$ cat config.mk
export PLATFORM = sky130hd
export DESIGN_NAME = nearest_point_on_polyline_flat
export DESIGN_NICKNAME = d
export VERILOG_FILES = /design/src/rtl/npp_pkg.sv /design/src/rtl/npp_if.sv /design/src/rtl/npp_mul.sv /design/src/rtl/npp_sqrt.sv /design/src/rtl/npp_div.sv /design/src/rtl/nearest_point_on_polyline.sv /design/src/flat_wrapper.sv
export SDC_FILE = /design/constraint.sdc
export NUM_CORES = 2
export LEC_CHECK = 0
export BUFFER_PORTS_ARGS = -buffer_cell sky130_fd_sc_hd__buf_4
export CAP_MARGIN = 20
export CORE_ASPECT_RATIO = 1.5
export CORE_UTILIZATION = 45
export DETAILED_ROUTE_END_ITERATION = 10
export PLACE_DENSITY_LB_ADDON = 0.05
export SYNTH_ARGS = -nofsm -noshare
export SYNTH_HDL_FRONTEND = slang
export SYNTH_SLANG_ARGS = --single-unit
$ cat constraint.sdc
create_clock -name clk_i -period 23.1 [get_ports clk_i]
set_input_delay 2.31 -clock clk_i [delete_from_list [all_inputs] [get_ports clk_i]]
set_output_delay 2.31 -clock clk_i [all_outputs]
set_load 0.03 [all_outputs]
$ cat src/rtl/npp_pkg.sv
// Shared constants, payload types and sequencer states for the nearest point on polyline block.
// Has no dependencies. Every other file of the block depends on it.
`timescale 1ns / 1ps

package npp_pkg;

  // Fixed point formats
  localparam int FRAC_BITS = 12;
  localparam int T_BITS    = 30;
  localparam int ALONG_W   = 44;
  localparam int DIR_MAX   = 32767;

  // A segment is skipped when len2 * 10^6 < 2^(2*FRAC_BITS), that is len2 below this bound
  localparam longint unsigned SHORT_LEN2_LIM =
    ((64'd1 << (2 * FRAC_BITS)) + 64'd999999) / 64'd1000000;

  // Serial multiplier: operand magnitudes up to 34 bits
  localparam int MUL_W     = 34;
  localparam int MUL_CNT_W = $clog2(MUL_W + 1);

  // Serial square root: radicand up to 68 bits, root of 34 bits
  localparam int SQ_RAD_W  = 68;
  localparam int SQ_ROOT_W = SQ_RAD_W / 2;
  localparam int SQ_REM_W  = SQ_ROOT_W + 3;
  localparam int SQ_CNT_W  = $clog2(SQ_ROOT_W + 1);

  // Serial divider: divisor up to 66 bits, numerator bits shifted in one per step
  localparam int DIV_DEN_W     = 66;
  localparam int DIV_NUM_W     = 48;
  localparam int DIV_CNT_W     = $clog2(DIV_NUM_W + 1);
  localparam int DIV_T_STEPS   = T_BITS;
  localparam int DIV_DIR_STEPS = DIV_NUM_W;

  typedef struct packed {
    logic               op;
    logic signed [31:0] pos_x;
    logic signed [31:0] pos_z;
    logic signed [31:0] pos_height;
    logic               last_vertex;
  } npp_req_t;

  typedef struct packed {
    logic               found;
    logic        [31:0] distance;
    logic [ALONG_W-1:0] along;
    logic signed [31:0] height;
    logic signed [15:0] dir_x;
    logic signed [15:0] dir_z;
  } npp_res_t;

  typedef enum logic [4:0] {
    S_IDLE,
    S_LEN_X,
    S_LEN_Z,
    S_SQRT_LEN,
    S_DOT_X,
    S_DOT_Z,
    S_DIV_T,
    S_OFF_X,
    S_OFF_Z,
    S_ERR_X,
    S_ERR_Z,
    S_SQRT_D,
    S_ALONG,
    S_HGT,
    S_DIR_X,
    S_DIR_Z,
    S_FINISH,
    S_EMIT
  } npp_state_e;

endpackage

$ cat src/rtl/npp_if.sv
// Valid/ready channel interfaces for requests and results.
// Depends on npp_pkg for the payload types.
`timescale 1ns / 1ps

interface npp_req_if;
  logic              valid;
  logic              ready;
  npp_pkg::npp_req_t data;

  modport source (output valid, output data, input ready);
  modport sink   (input valid, input data, output ready);
endinterface

interface npp_res_if;
  logic              valid;
  logic              ready;
  npp_pkg::npp_res_t data;

  modport source (output valid, output data, input ready);
  modport sink   (input valid, input data, output ready);
endinterface

$ cat src/rtl/npp_mul.sv
// Bit-serial unsigned multiplier, one multiplier bit per cycle, MSB first.
// Depends on npp_pkg for the operand width.
`timescale 1ns / 1ps

module npp_mul (
  input  logic                         clk_i,
  input  logic                         rst_ni,
  input  logic                         start_i,
  input  logic [npp_pkg::MUL_W-1:0]    a_i,
  input  logic [npp_pkg::MUL_W-1:0]    b_i,
  output logic                         done_o,
  output logic [2*npp_pkg::MUL_W-1:0]  prod_o
);
  import npp_pkg::*;

  logic [MUL_W-1:0]     a_q, b_q;
  logic [2*MUL_W-1:0]   acc_q, acc_d;
  logic [MUL_CNT_W-1:0] cnt_q;
  logic                 run_q, done_q;

  // Shift the partial product and add the multiplicand for a set bit
  assign acc_d = {acc_q[2*MUL_W-2:0], 1'b0} + (b_q[MUL_W-1] ? {{MUL_W{1'b0}}, a_q} : '0);

  // Count the steps
  always_ff @(posedge clk_i or negedge rst_ni) begin
    if (!rst_ni) begin
      run_q  <= 1'b0;
      done_q <= 1'b0;
      cnt_q  <= '0;
    end else begin
      done_q <= 1'b0;
      if (start_i) begin
        run_q <= 1'b1;
        cnt_q <= MUL_CNT_W'(MUL_W);
      end else if (run_q) begin
        cnt_q <= cnt_q - 1'b1;
        if (cnt_q == MUL_CNT_W'(1)) begin
          run_q  <= 1'b0;
          done_q <= 1'b1;
        end
      end
    end
  end

  // Hold operands and accumulate
  always_ff @(posedge clk_i) begin
    if (start_i) begin
      a_q   <= a_i;
      b_q   <= b_i;
      acc_q <= '0;
    end else if (run_q) begin
      b_q   <= {b_q[MUL_W-2:0], 1'b0};
      acc_q <= acc_d;
    end
  end

  assign done_o = done_q;
  assign prod_o = acc_q;

endmodule

$ cat src/rtl/npp_sqrt.sv
// Digit-by-digit integer square root, two radicand bits and one root bit per cycle.
// Depends on npp_pkg for the radicand and root widths.
`timescale 1ns / 1ps

module npp_sqrt (
  input  logic                           clk_i,
  input  logic                           rst_ni,
  input  logic                           start_i,
  input  logic [npp_pkg::SQ_RAD_W-1:0]   rad_i,
  output logic                           done_o,
  output logic [npp_pkg::SQ_ROOT_W-1:0]  root_o
);
  import npp_pkg::*;

  logic [SQ_RAD_W-1:0]  rad_q;
  logic [SQ_REM_W-1:0]  rem_q, rem_sh, trial;
  logic [SQ_ROOT_W-1:0] root_q;
  logic [SQ_CNT_W-1:0]  cnt_q;
  logic                 run_q, done_q;

  // Bring down two radicand bits and try root bit one
  assign rem_sh = {rem_q[SQ_REM_W-3:0], rad_q[SQ_RAD_W-1:SQ_RAD_W-2]};
  assign trial  = {1'b0, root_q, 2'b01};

  always_ff @(posedge clk_i or negedge rst_ni) begin
    if (!rst_ni) begin
      run_q  <= 1'b0;
      done_q <= 1'b0;
      cnt_q  <= '0;
    end else begin
      done_q <= 1'b0;
      if (start_i) begin
        run_q <= 1'b1;
        cnt_q <= SQ_CNT_W'(SQ_ROOT_W);
      end else if (run_q) begin
        cnt_q <= cnt_q - 1'b1;
        if (cnt_q == SQ_CNT_W'(1)) begin
          run_q  <= 1'b0;
          done_q <= 1'b1;
        end
      end
    end
  end

  always_ff @(posedge clk_i) begin
    if (start_i) begin
      rad_q  <= rad_i;
      rem_q  <= '0;
      root_q <= '0;
    end else if (run_q) begin
      rad_q <= {rad_q[SQ_RAD_W-3:0], 2'b00};
      if (rem_sh >= trial) begin
        rem_q  <= rem_sh - trial;
        root_q <= {root_q[SQ_ROOT_W-2:0], 1'b1};
      end else begin
        rem_q  <= rem_sh;
        root_q <= {root_q[SQ_ROOT_W-2:0], 1'b0};
      end
    end
  end

  assign done_o = done_q;
  assign root_o = root_q;

endmodule

$ cat src/rtl/npp_div.sv
// Restoring divider, one quotient bit per cycle, with a preset partial remainder.
// Depends on npp_pkg for the divisor, numerator and step counter widths.
`timescale 1ns / 1ps

module npp_div (
  input  logic                           clk_i,
  input  logic                           rst_ni,
  input  logic                           start_i,
  input  logic [npp_pkg::DIV_DEN_W-1:0]  rem_i,
  input  logic [npp_pkg::DIV_DEN_W-1:0]  den_i,
  input  logic [npp_pkg::DIV_NUM_W-1:0]  num_i,
  input  logic [npp_pkg::DIV_CNT_W-1:0]  steps_i,
  output logic                           done_o,
  output logic [npp_pkg::DIV_NUM_W-1:0]  quo_o
);
  import npp_pkg::*;

  logic [DIV_DEN_W-1:0] rem_q, den_q;
  logic [DIV_DEN_W:0]   rem_sh;
  logic [DIV_NUM_W-1:0] num_q, quo_q;
  logic [DIV_CNT_W-1:0] cnt_q;
  logic                 run_q, done_q;

  // Bring down the next numerator bit
  assign rem_sh = {rem_q, num_q[DIV_NUM_W-1]};

  always_ff @(posedge clk_i or negedge rst_ni) begin
    if (!rst_ni) begin
      run_q  <= 1'b0;
      done_q <= 1'b0;
      cnt_q  <= '0;
    end else begin
      done_q <= 1'b0;
      if (start_i) begin
        run_q <= 1'b1;
        cnt_q <= steps_i;
      end else if (run_q) begin
        cnt_q <= cnt_q - 1'b1;
        if (cnt_q == DIV_CNT_W'(1)) begin
          run_q  <= 1'b0;
          done_q <= 1'b1;
        end
      end
    end
  end

  always_ff @(posedge clk_i) begin
    if (start_i) begin
      rem_q <= rem_i;
      den_q <= den_i;
      num_q <= num_i;
      quo_q <= '0;
    end else if (run_q) begin
      num_q <= {num_q[DIV_NUM_W-2:0], 1'b0};
      if (rem_sh >= {1'b0, den_q}) begin
        rem_q <= DIV_DEN_W'(rem_sh - {1'b0, den_q});
        quo_q <= {quo_q[DIV_NUM_W-2:0], 1'b1};
      end else begin
        rem_q <= rem_sh[DIV_DEN_W-1:0];
        quo_q <= {quo_q[DIV_NUM_W-2:0], 1'b0};
      end
    end
  end

  assign done_o = done_q;
  assign quo_o  = quo_q;

endmodule

$ cat src/rtl/nearest_point_on_polyline.sv
// Channel | Dir | Handshake   | Payload
// req_i   | in  | valid/ready | op, pos_x, pos_z, pos_height, last_vertex
// res_o   | out | valid/ready | found, distance, along, height, dir_x, dir_z
//
// A query request leaves the sequencer idle, and a first vertex goes straight to S_FINISH.
// A vertex that closes a segment runs the serial multiplier, square root and divider in
// turn: a nearer segment whose t needs the division runs every step, a clamped t skips
// S_DIV_T, a segment that is not nearer stops after S_SQRT_D and a short one after S_LEN_Z;
// a closing vertex adds S_EMIT. The units are shared, so the sequencer runs one at a time.
// Reset clears query, previous vertex, arc length and best entry; no sweep is needed. A
// stalled result waits in the output register; the next request is taken meanwhile, and a
// following result waits.
// Depends on npp_pkg, npp_if, npp_mul, npp_sqrt and npp_div.
`timescale 1ns / 1ps

module nearest_point_on_polyline (
  input  logic      clk_i,
  input  logic      rst_ni,
  npp_req_if.sink   req_i,
  npp_res_if.source res_o
);
  import npp_pkg::*;

  npp_state_e state_q, state_d;
  logic       launched_q;
  logic       mul_go, sqrt_go, div_go;

  // Model state
  logic signed [31:0] query_x_q, query_z_q, prev_x_q, prev_z_q, prev_h_q;
  logic               have_prev_q, best_found_q;
  logic [ALONG_W-1:0] acc_len_q, best_along_q;
  logic        [31:0] best_dist_q;
  logic signed [31:0] best_h_q;
  logic signed [15:0] best_dir_x_q, best_dir_z_q;

  // Per segment working registers
  logic signed [31:0] cur_x_q, cur_z_q, cur_h_q;
  logic               last_q, seg_q;
  logic [32:0]        dx_q, dz_q, wx_q, wz_q;
  logic [65:0]        len2_q;
  logic [66:0]        dot_q;
  logic [32:0]        len_q;
  logic [T_BITS:0]    t_q;
  logic [33:0]        ex_q, ez_q;
  logic [67:0]        err_q;

  npp_res_t res_q;
  logic     res_valid_q;

  logic req_fire, emit_fire;

  // Unit connections
  logic [MUL_W-1:0]     mul_a, mul_b;
  logic [2*MUL_W-1:0]   mul_prod;
  logic                 mul_done;
  logic [SQ_RAD_W-1:0]  sq_rad;
  logic [SQ_ROOT_W-1:0] sq_root;
  logic                 sq_done;
  logic [DIV_DEN_W-1:0] div_rem, div_den;
  logic [DIV_NUM_W-1:0] div_num, div_quo;
  logic [DIV_CNT_W-1:0] div_steps;
  logic                 div_done;

  // Derived values
  logic [31:0]        adx, adz, awx, awz, adh;
  logic [32:0]        dh;
  logic [33:0]        aex, aez;
  logic [65:0]        len2_new;
  logic [66:0]        prod67, dot_term, dot_new;
  logic               dot_le0, dot_ge;
  logic [67:0]        err_new, rnd;
  logic [37:0]        s_rnd;
  logic [31:0]        d_sat;
  logic               better;
  logic [44:0]        along_sum, acc_sum;
  logic [32:0]        h_sum;
  logic [DIV_NUM_W-1:0] num_x, num_z;
  logic [14:0]        dq;
  logic [15:0]        dir_val;

  assign req_fire  = req_i.valid && req_i.ready;
  assign emit_fire = (state_q == S_EMIT) && (!res_valid_q || res_o.ready);

  // Magnitudes of the segment, query offset and height step
  assign dh  = {cur_h_q[31], cur_h_q} - {prev_h_q[31], prev_h_q};
  assign adx = dx_q[32] ? 32'(-dx_q) : dx_q[31:0];
  assign adz = dz_q[32] ? 32'(-dz_q) : dz_q[31:0];
  assign awx = wx_q[32] ? 32'(-wx_q) : wx_q[31:0];
  assign awz = wz_q[32] ? 32'(-wz_q) : wz_q[31:0];
  assign adh = dh[32] ? 32'(-dh) : dh[31:0];
  assign aex = ex_q[33] ? -ex_q : ex_q;
  assign aez = ez_q[33] ? -ez_q : ez_q;

  // Accumulate squared length, dot product and squared error
  assign len2_new = ((state_q == S_LEN_X) ? '0 : len2_q) + mul_prod[65:0];
  assign prod67   = {1'b0, mul_prod[65:0]};
  assign dot_term = (((state_q == S_DOT_X) ? wx_q[32] ^ dx_q[32] : wz_q[32] ^ dz_q[32]))
                    ? -prod67 : prod67;
  assign dot_new  = ((state_q == S_DOT_X) ? '0 : dot_q) + dot_term;
  assign dot_le0  = dot_new[66] || (dot_new == '0);
  assign dot_ge   = dot_new[65:0] >= len2_q;
  assign err_new  = ((state_q == S_ERR_X) ? '0 : err_q) + mul_prod;

  // Round a product with t to nearest
  assign rnd   = mul_prod + (68'd1 << (T_BITS - 1));
  assign s_rnd = rnd[67:T_BITS];

  assign d_sat  = (|sq_root[33:32]) ? '1 : sq_root[31:0];
  assign better = !best_found_q || (d_sat < best_dist_q);

  assign along_sum = {1'b0, acc_len_q} + {7'b0, s_rnd};
  assign acc_sum   = {1'b0, acc_len_q} + {12'b0, len_q};
  assign h_sum     = dh[32] ? {prev_h_q[31], prev_h_q} - {1'b0, s_rnd[31:0]}
                            : {prev_h_q[31], prev_h_q} + {1'b0, s_rnd[31:0]};

  // Direction: round(|d| * 2^15 / len), saturated
  assign num_x   = {1'b0, adx, 15'b0} + {16'b0, len_q[32:1]};
  assign num_z   = {1'b0, adz, 15'b0} + {16'b0, len_q[32:1]};
  assign dq      = (div_quo > DIV_NUM_W'(DIR_MAX)) ? 15'(DIR_MAX) : div_quo[14:0];
  assign dir_val = (((state_q == S_DIR_X) ? dx_q[32] : dz_q[32])) ? -{1'b0, dq} : {1'b0, dq};

  // Operand selection for the shared units
  always_comb begin
    mul_a     = '0;
    mul_b     = '0;
    sq_rad    = {2'b00, len2_q};
    div_rem   = '0;
    div_den   = {33'b0, len_q};
    div_num   = num_x;
    div_steps = DIV_CNT_W'(DIV_DIR_STEPS);
    case (state_q)
      S_LEN_X: begin mul_a = {2'b0, adx}; mul_b = {2'b0, adx}; end
      S_LEN_Z: begin mul_a = {2'b0, adz}; mul_b = {2'b0, adz}; end
      S_DOT_X: begin mul_a = {2'b0, awx}; mul_b = {2'b0, adx}; end
      S_DOT_Z: begin mul_a = {2'b0, awz}; mul_b = {2'b0, adz}; end
      S_OFF_X: begin mul_a = {2'b0, adx}; mul_b = {3'b0, t_q}; end
      S_OFF_Z: begin mul_a = {2'b0, adz}; mul_b = {3'b0, t_q}; end
      S_ERR_X: begin mul_a = aex; mul_b = aex; end
      S_ERR_Z: begin mul_a = aez; mul_b = aez; end
      S_ALONG: begin mul_a = {1'b0, len_q}; mul_b = {3'b0, t_q}; end
      S_HGT:   begin mul_a = {2'b0, adh}; mul_b = {3'b0, t_q}; end
      S_SQRT_D: sq_rad = err_q;
      S_DIV_T: begin
        div_rem   = dot_q[65:0];
        div_den   = len2_q;
        div_num   = '0;
        div_steps = DIV_CNT_W'(DIV_T_STEPS);
      end
      S_DIR_Z: div_num = num_z;
      default: ;
    endcase
  end

  // Next state and unit launches
  always_comb begin
    state_d = state_q;
    mul_go  = 1'b0;
    sqrt_go = 1'b0;
    div_go  = 1'b0;
    case (state_q)
      S_IDLE: begin
        if (req_fire && req_i.data.op) state_d = have_prev_q ? S_LEN_X : S_FINISH;
      end
      S_LEN_X: begin
        mul_go = !launched_q;
        if (mul_done) state_d = S_LEN_Z;
      end
      S_LEN_Z: begin
        mul_go = !launched_q;
        if (mul_done) state_d = (len2_new < 66'(SHORT_LEN2_LIM)) ? S_FINISH : S_SQRT_LEN;
      end
      S_SQRT_LEN: begin
        sqrt_go = !launched_q;
        if (sq_done) state_d = S_DOT_X;
      end
      S_DOT_X: begin
        mul_go = !launched_q;
        if (mul_done) state_d = S_DOT_Z;
      end
      S_DOT_Z: begin
        mul_go = !launched_q;
        if (mul_done) state_d = (dot_le0 || dot_ge) ? S_OFF_X : S_DIV_T;
      end
      S_DIV_T: begin
        div_go = !launched_q;
        if (div_done) state_d = S_OFF_X;
      end
      S_OFF_X: begin
        mul_go = !launched_q;
        if (mul_done) state_d = S_OFF_Z;
      end
      S_OFF_Z: begin
        mul_go = !launched_q;
        if (mul_done) state_d = S_ERR_X;
      end
      S_ERR_X: begin
        mul_go = !launched_q;
        if (mul_done) state_d = S_ERR_Z;
      end
      S_ERR_Z: begin
        mul_go = !launched_q;
        if (mul_done) state_d = S_SQRT_D;
      end
      S_SQRT_D: begin
        sqrt_go = !launched_q;
        if (sq_done) state_d = better ? S_ALONG : S_FINISH;
      end
      S_ALONG: begin
        mul_go = !launched_q;
        if (mul_done) state_d = S_HGT;
      end
      S_HGT: begin
        mul_go = !launched_q;
        if (mul_done) state_d = S_DIR_X;
      end
      S_DIR_X: begin
        div_go = !launched_q;
        if (div_done) state_d = S_DIR_Z;
      end
      S_DIR_Z: begin
        div_go = !launched_q;
        if (div_done) state_d = S_FINISH;
      end
      S_FINISH: state_d = last_q ? S_EMIT : S_IDLE;
      S_EMIT: begin
        if (emit_fire) state_d = S_IDLE;
      end
      default: state_d = S_IDLE;
    endcase
  end

  // State register and launch flag
  always_ff @(posedge clk_i or negedge rst_ni) begin
    if (!rst_ni) begin
      state_q    <= S_IDLE;
      launched_q <= 1'b0;
    end else begin
      state_q <= state_d;
      if (mul_go || sqrt_go || div_go) begin
        launched_q <= 1'b1;
      end else if (mul_done || sq_done || div_done) begin
        launched_q <= 1'b0;
      end
    end
  end

  // Query, previous vertex, arc length and best entry
  always_ff @(posedge clk_i or negedge rst_ni) begin
    if (!rst_ni) begin
      query_x_q    <= '0;
      query_z_q    <= '0;
      prev_x_q     <= '0;
      prev_z_q     <= '0;
      prev_h_q     <= '0;
      have_prev_q  <= 1'b0;
      acc_len_q    <= '0;
      best_found_q <= 1'b0;
      best_dist_q  <= '0;
      best_along_q <= '0;
      best_h_q     <= '0;
      best_dir_x_q <= '0;
      best_dir_z_q <= '0;
    end else begin
      if ((req_fire && !req_i.data.op) || emit_fire) begin
        have_prev_q  <= 1'b0;
        acc_len_q    <= '0;
        best_found_q <= 1'b0;
        best_dist_q  <= '0;
        best_along_q <= '0;
        best_h_q     <= '0;
        best_dir_x_q <= '0;
        best_dir_z_q <= '0;
      end
      if (req_fire && !req_i.data.op) begin
        query_x_q <= req_i.data.pos_x;
        query_z_q <= req_i.data.pos_z;
      end
      // Take the nearer segment
      if (state_q == S_SQRT_D && sq_done && better) begin
        best_found_q <= 1'b1;
        best_dist_q  <= d_sat;
      end
      if (state_q == S_ALONG && mul_done) begin
        best_along_q <= along_sum[44] ? '1 : along_sum[ALONG_W-1:0];
      end
      if (state_q == S_HGT && mul_done) best_h_q <= h_sum[31:0];
      if (state_q == S_DIR_X && div_done) best_dir_x_q <= dir_val;
      if (state_q == S_DIR_Z && div_done) best_dir_z_q <= dir_val;
      // Advance to the new vertex
      if (state_q == S_FINISH) begin
        prev_x_q    <= cur_x_q;
        prev_z_q    <= cur_z_q;
        prev_h_q    <= cur_h_q;
        have_prev_q <= 1'b1;
        if (seg_q) acc_len_q <= acc_sum[44] ? '1 : acc_sum[ALONG_W-1:0];
      end
    end
  end

  // Segment working registers
  always_ff @(posedge clk_i) begin
    if (req_fire && req_i.data.op) begin
      cur_x_q <= req_i.data.pos_x;
      cur_z_q <= req_i.data.pos_z;
      cur_h_q <= req_i.data.pos_height;
      last_q  <= req_i.data.last_vertex;
      seg_q   <= 1'b0;
      dx_q    <= {req_i.data.pos_x[31], req_i.data.pos_x} - {prev_x_q[31], prev_x_q};
      dz_q    <= {req_i.data.pos_z[31], req_i.data.pos_z} - {prev_z_q[31], prev_z_q};
      wx_q    <= {query_x_q[31], query_x_q} - {prev_x_q[31], prev_x_q};
      wz_q    <= {query_z_q[31], query_z_q} - {prev_z_q[31], prev_z_q};
    end
    if ((state_q == S_LEN_X || state_q == S_LEN_Z) && mul_done) len2_q <= len2_new;
    if (state_q == S_LEN_Z && mul_done) seg_q <= !(len2_new < 66'(SHORT_LEN2_LIM));
    if (state_q == S_SQRT_LEN && sq_done) len_q <= sq_root[32:0];
    if ((state_q == S_DOT_X || state_q == S_DOT_Z) && mul_done) dot_q <= dot_new;
    // Clamp t at the segment ends
    if (state_q == S_DOT_Z && mul_done) begin
      if (dot_le0) begin
        t_q <= '0;
      end else if (dot_ge) begin
        t_q <= {1'b1, {T_BITS{1'b0}}};
      end
    end
    if (state_q == S_DIV_T && div_done) t_q <= {1'b0, div_quo[T_BITS-1:0]};
    if (state_q == S_OFF_X && mul_done) begin
      ex_q <= dx_q[32] ? {wx_q[32], wx_q} + s_rnd[33:0] : {wx_q[32], wx_q} - s_rnd[33:0];
    end
    if (state_q == S_OFF_Z && mul_done) begin
      ez_q <= dz_q[32] ? {wz_q[32], wz_q} + s_rnd[33:0] : {wz_q[32], wz_q} - s_rnd[33:0];
    end
    if ((state_q == S_ERR_X || state_q == S_ERR_Z) && mul_done) err_q <= err_new;
  end

  // Result register
  always_ff @(posedge clk_i or negedge rst_ni) begin
    if (!rst_ni) begin
      res_valid_q <= 1'b0;
    end else if (emit_fire) begin
      res_valid_q <= 1'b1;
    end else if (res_o.ready) begin
      res_valid_q <= 1'b0;
    end
  end

  always_ff @(posedge clk_i) begin
    if (emit_fire) begin
      res_q.found    <= best_found_q;
      res_q.distance <= best_dist_q;
      res_q.along    <= best_along_q;
      res_q.height   <= best_h_q;
      res_q.dir_x    <= best_dir_x_q;
      res_q.dir_z    <= best_dir_z_q;
    end
  end

  assign req_i.ready = (state_q == S_IDLE);
  assign res_o.valid = res_valid_q;
  assign res_o.data  = res_q;

  npp_mul u_mul (
    .clk_i   (clk_i),
    .rst_ni  (rst_ni),
    .start_i (mul_go),
    .a_i     (mul_a),
    .b_i     (mul_b),
    .done_o  (mul_done),
    .prod_o  (mul_prod)
  );

  npp_sqrt u_sqrt (
    .clk_i   (clk_i),
    .rst_ni  (rst_ni),
    .start_i (sqrt_go),
    .rad_i   (sq_rad),
    .done_o  (sq_done),
    .root_o  (sq_root)
  );

  npp_div u_div (
    .clk_i   (clk_i),
    .rst_ni  (rst_ni),
    .start_i (div_go),
    .rem_i   (div_rem),
    .den_i   (div_den),
    .num_i   (div_num),
    .steps_i (div_steps),
    .done_o  (div_done),
    .quo_o   (div_quo)
  );

endmodule

$ cat src/flat_wrapper.sv
// flat-port wrapper written by rule: the top's interface ports become plain ports
module nearest_point_on_polyline_flat import npp_pkg::*;
  (clk_i, rst_ni, req_i_valid, req_i_data, req_i_ready, res_o_valid, res_o_data, res_o_ready);
  npp_req_if req_i_i ();
  npp_res_if res_o_i ();
  input  logic clk_i;
  input  logic rst_ni;
  input wire logic [$bits(req_i_i.valid)-1:0] req_i_valid;
  input wire logic [$bits(req_i_i.data)-1:0] req_i_data;
  output wire logic [$bits(req_i_i.ready)-1:0] req_i_ready;
  output wire logic [$bits(res_o_i.valid)-1:0] res_o_valid;
  output wire logic [$bits(res_o_i.data)-1:0] res_o_data;
  input wire logic [$bits(res_o_i.ready)-1:0] res_o_ready;
  assign req_i_i.valid = req_i_valid;
  assign req_i_i.data = req_i_data;
  assign req_i_ready = req_i_i.ready;
  assign res_o_valid = res_o_i.valid;
  assign res_o_data = res_o_i.data;
  assign res_o_i.ready = res_o_ready;
  nearest_point_on_polyline u_core (.clk_i(clk_i), .rst_ni(rst_ni), .req_i(req_i_i), .res_o(res_o_i));
endmodule
==> flow_metrics.tcl <==
set metrics [dict create \
    cpLargestDelayFamily "simple AND/OR/NAND/NOR gates" \
    required_ns 23.59 \
    port_buffers 244 \
    p_total_mw 5.95 \
    synthAdderAreaFrac_pct 9.56 \
    status "complete, no violations" \
    cts_resized 0 \
    cts_buffers 175 \
    r2r_cells 36 \
    power_density_nw_per_um2 50.3 \
    drcViolationCount 0 \
    min_from "u_core.cur_z_q[0]" \
    slowest_delay_ns 0.79 \
    critPathBufInv 2 \
    leakage_nw 49.7 \
    critPathKind "register to register" \
    synthSimpleGateAreaFrac_pct 15.3 \
    fillers 22100 \
    clk_pin_slew_ns 0.06 \
    yosys-top-cells-area "edfxtp_1, ha_1, dfrtp_1, xnor2_1, a21oi_1" \
    cpMostUsedCell "nor3_1" \
    yosysSeqAreaShare_pct 40.9 \
    async_flop_share_pct 23.8 \
    netlist.area_leader.share_pct 28.6 \
    overflow 0 \
    worst_hold_path_type "register to register" \
    cts.htree.levels 4 \
    ys_warn_count 0 \
    syn-num-nets 12400 \
    finalHoldViolations 0 \
    totalWireLength_mm 429 \
    vias 90200 \
    fin_setup_tns_ns 0 \
    grt_pass1_wl_mm 611 \
    nets 12500 \
    fin_crit_ns 10.67 \
    fin_util_pct 49.9 \
    final_max_slew_viol_count 0 \
    initial_utilization_pct 45.2 \
    dp_hpwl_mm 341 \
    grt_use_total_pct 34.8 \
    antenna_found_initial 15 \
    r2r_start "u_core.u_mul.prod_o[7]" \
    dp_cells 14500 \
    synth_area_leader_cell "edfxtp_1" \
    hold_path_end "u_core.prev_z_q[0]" \
    cp_max_fo 30 \
    clock_latency_ns 0.87 \
    post-cts-setup-buffers 0 \
    reg2reg_slack_ns 12.43 \
    slew-limit-headroom_pct 15.6 \
    die_x_um 400 \
    min_path_cells 2 \
    routabilityCongestion 1.01 \
    syn_inst 11500 \
    grt_max_degree 119 \
    yosysMostFrequentCell "edfxtp_1" \
    hold_buffers 0 \
    drive_above_1_share_pct 7.62 \
    max-vdd-ir-drop_uv 77.7 \
    fmax_ghz 0.0937 \
    drt_iter0_drc 7189 \
    cts_tree "yes" \
    busiest_layer "met2" \
    avgSynthCellArea_um2 9.29 \
    io-pin-count 245 \
    drt_pass1_iterations 7 \
    cts-root-buf "clkbuf_16" \
    grt_util_met2_pct 62.1 \
    synth-seq-cells 1582 \
    end_kind "register" \
    rsz0062_at_grt "false" \
    fin_crit_sh_pct 46.2 \
    cts.sinks 1582 \
    finalNonFillerCells 14900 \
    synth_compound_area_share_pct 19.4 \
    syn_to_final_growth_pct 10.4 \
    synth_top_family_by_area "compound AO/OA/AOI/OAI gates" \
    syn_area_um2 107000 \
    setup_viol 0 \
    drv_cap 0 \
    synth_edf_count 1019 \
    max-clock-path-buffers 4 \
    die_h_um 600 \
    fin_skew_ns 0.0580 \
    critical_path_arrival_ns 11.16 \
    ys.flop_type "edfxtp_1" \
    use_met1_pct 35.7 \
    num_rows 219 \
    grt_util_met3_pct 4.43 \
    r2r-end "u_core.t_q[23]" \
    synth_cell_types 104 \
    start_kind "register" \
    synth_commonest_cells "edfxtp_1, nand2_1, nor2_1" \
    viasPerCell 6.06 \
    worst_slew_pin_slew_ns 1.26 \
    dieArea_um2 240000 \
    cpMaxStageDelayCell "a311oi_1" \
    synth-xor-area-share_pct 8.35 \
    synthMuxAreaShare_pct 2.58 \
    grt_pass1_vias 89100 \
    routedWlPerCell_um 28.8 \
    core-area_um2 237000 \
    drtAntennaViolNets 0 \
]
through the flow:
stage          hold slack (ns)  setup slack [ns]  area [um2]
6_report                 0.436             12.43      118000
5_1_grt                  0.444             11.71      118000
4_1_cts                  0.440             12.65      118000
3_5_place_dp             0.428             12.72      113000
3_3_place_gp             0.418             12.97      112000
2_1_floorplan            0.415             13.53      107000
how the worst max path moves through the flow:
stage                                start  slack (ns)                     end  cells past startpoint
floorplan                   req_i_data[97]       13.53  u_core.best_dist_q[10]                      8
global placement    u_core.u_mul.prod_o[7]       12.97           u_core.t_q[2]                     36
detailed placement  u_core.u_mul.prod_o[7]       12.72           u_core.t_q[4]                     36
CTS                 u_core.u_mul.prod_o[7]       12.65          u_core.t_q[23]                     36
global route        u_core.u_mul.prod_o[7]       11.71          u_core.t_q[23]                     36
finish              u_core.u_mul.prod_o[7]       12.43          u_core.t_q[23]                     36
flip-flops by register name, summed over array words and instances, names as in the netlist, 33 cells and up:
name                  flops
u_core.u_mul.prod_o      68
u_core.u_mul.a_q         34
u_core.u_div.den_q       66
u_core.u_div.num_q       48
u_core.dz_q              33
u_core.len2_q            66
u_core.u_sqrt.root_o     34
u_core.u_sqrt.rem_q      35
u_core.u_div.rem_q       66
u_core.acc_len_q         44
u_core.res_o.data       141
u_core.u_mul.b_q         34
u_core.u_sqrt.rad_q      68
u_core.wz_q              33
u_core.u_div.quo_o       48
u_core.err_q             68
u_core.best_along_q      44
u_core.dot_q             67
u_core.wx_q              33
u_core.len_q             33
u_core.ez_q              34
u_core.dx_q              33
u_core.ex_q              34
cell families (layout without fill, tap and decap cells):
kind of cell | Yosys count | after routing
AND/OR/NAND/NOR | 3425 | 3425
buffers and inverters | 1120 | 1355
multiplexers | 268 | 268
flip-flops | 1582 | 1582
adder cells (fa/ha/maj) | 809 | 809
other | 0 | 15
XOR/XNOR | 1021 | 1021
AO/OA/AOI/OAI | 3307 | 3307
placed cells by master, fill, tap and decap left out, types with 53 or more instances in the layout:
| cell | instances |
|---|---|
| and2_1 | 216 |
| xor2_1 | 380 |
| a21oi_1 | 908 |
| o21bai_1 | 101 |
| and3_1 | 143 |
| o211ai_1 | 53 |
| mux2i_1 | 204 |
| nand3_1 | 244 |
| nor4_1 | 75 |
| mux2_2 | 63 |
| o21ai_0 | 842 |
| nor3_1 | 220 |
| buf_4 | 405 |
| dfrtp_1 | 374 |
| nand2b_1 | 130 |
| nor2b_1 | 114 |
| ha_1 | 793 |
| edfxtp_1 | 1019 |
| inv_1 | 625 |
| a31oi_1 | 114 |
| nand4_1 | 115 |
| or3_1 | 90 |
| nand2_1 | 942 |
| o22ai_1 | 138 |
| a21o_1 | 327 |
| dfxtp_1 | 186 |
| o21a_1 | 105 |
| o31ai_1 | 102 |
| a211oi_1 | 104 |
| xnor2_1 | 641 |
| nor2_1 | 933 |
| clkbuf_16 | 179 |
power by group:
group	leakage (nW)	internal, mW	switching, mW
clock network	2.77	1.63	1.25
logic	31.8	0.0346	0.0517
registers	15.1	2.99	0.00000000000000000996
total	49.7	4.65	1.30
cell type report:
type,count,area [um2],share of cell area [%]
well taps,3094,3870,3.27
repair buffers,415,3180,2.69
multi-input cells,8830,59400,50.2
diodes,15,37.5,0.0317
inverters,629,2370,2.00
clock buffers,226,4810,4.06
flip-flops and latches,1582,43800,37.0
clock inverters,85,853,0.721
per-layer routing:
layer,part of all wire [%],vias up
met5,0.0082,-
li1,-,42200
met2,50,2942
met4,10,4
met1,35,44000
met3,4.5,1042
worst register-to-register path: cells and delay by family, from the launching register on:
kind	cells	cell delay, ns
xor gates and xnor gates	2	0.43
AOI/OAI and AO/OA	9	2.77
DFF	1	0.40
and+or+nand+nor	21	5.52
buffers and inverters	2	0.48
adders and majority gates	2	0.70
Note: power is estimated with default switching activity, not from simulation.
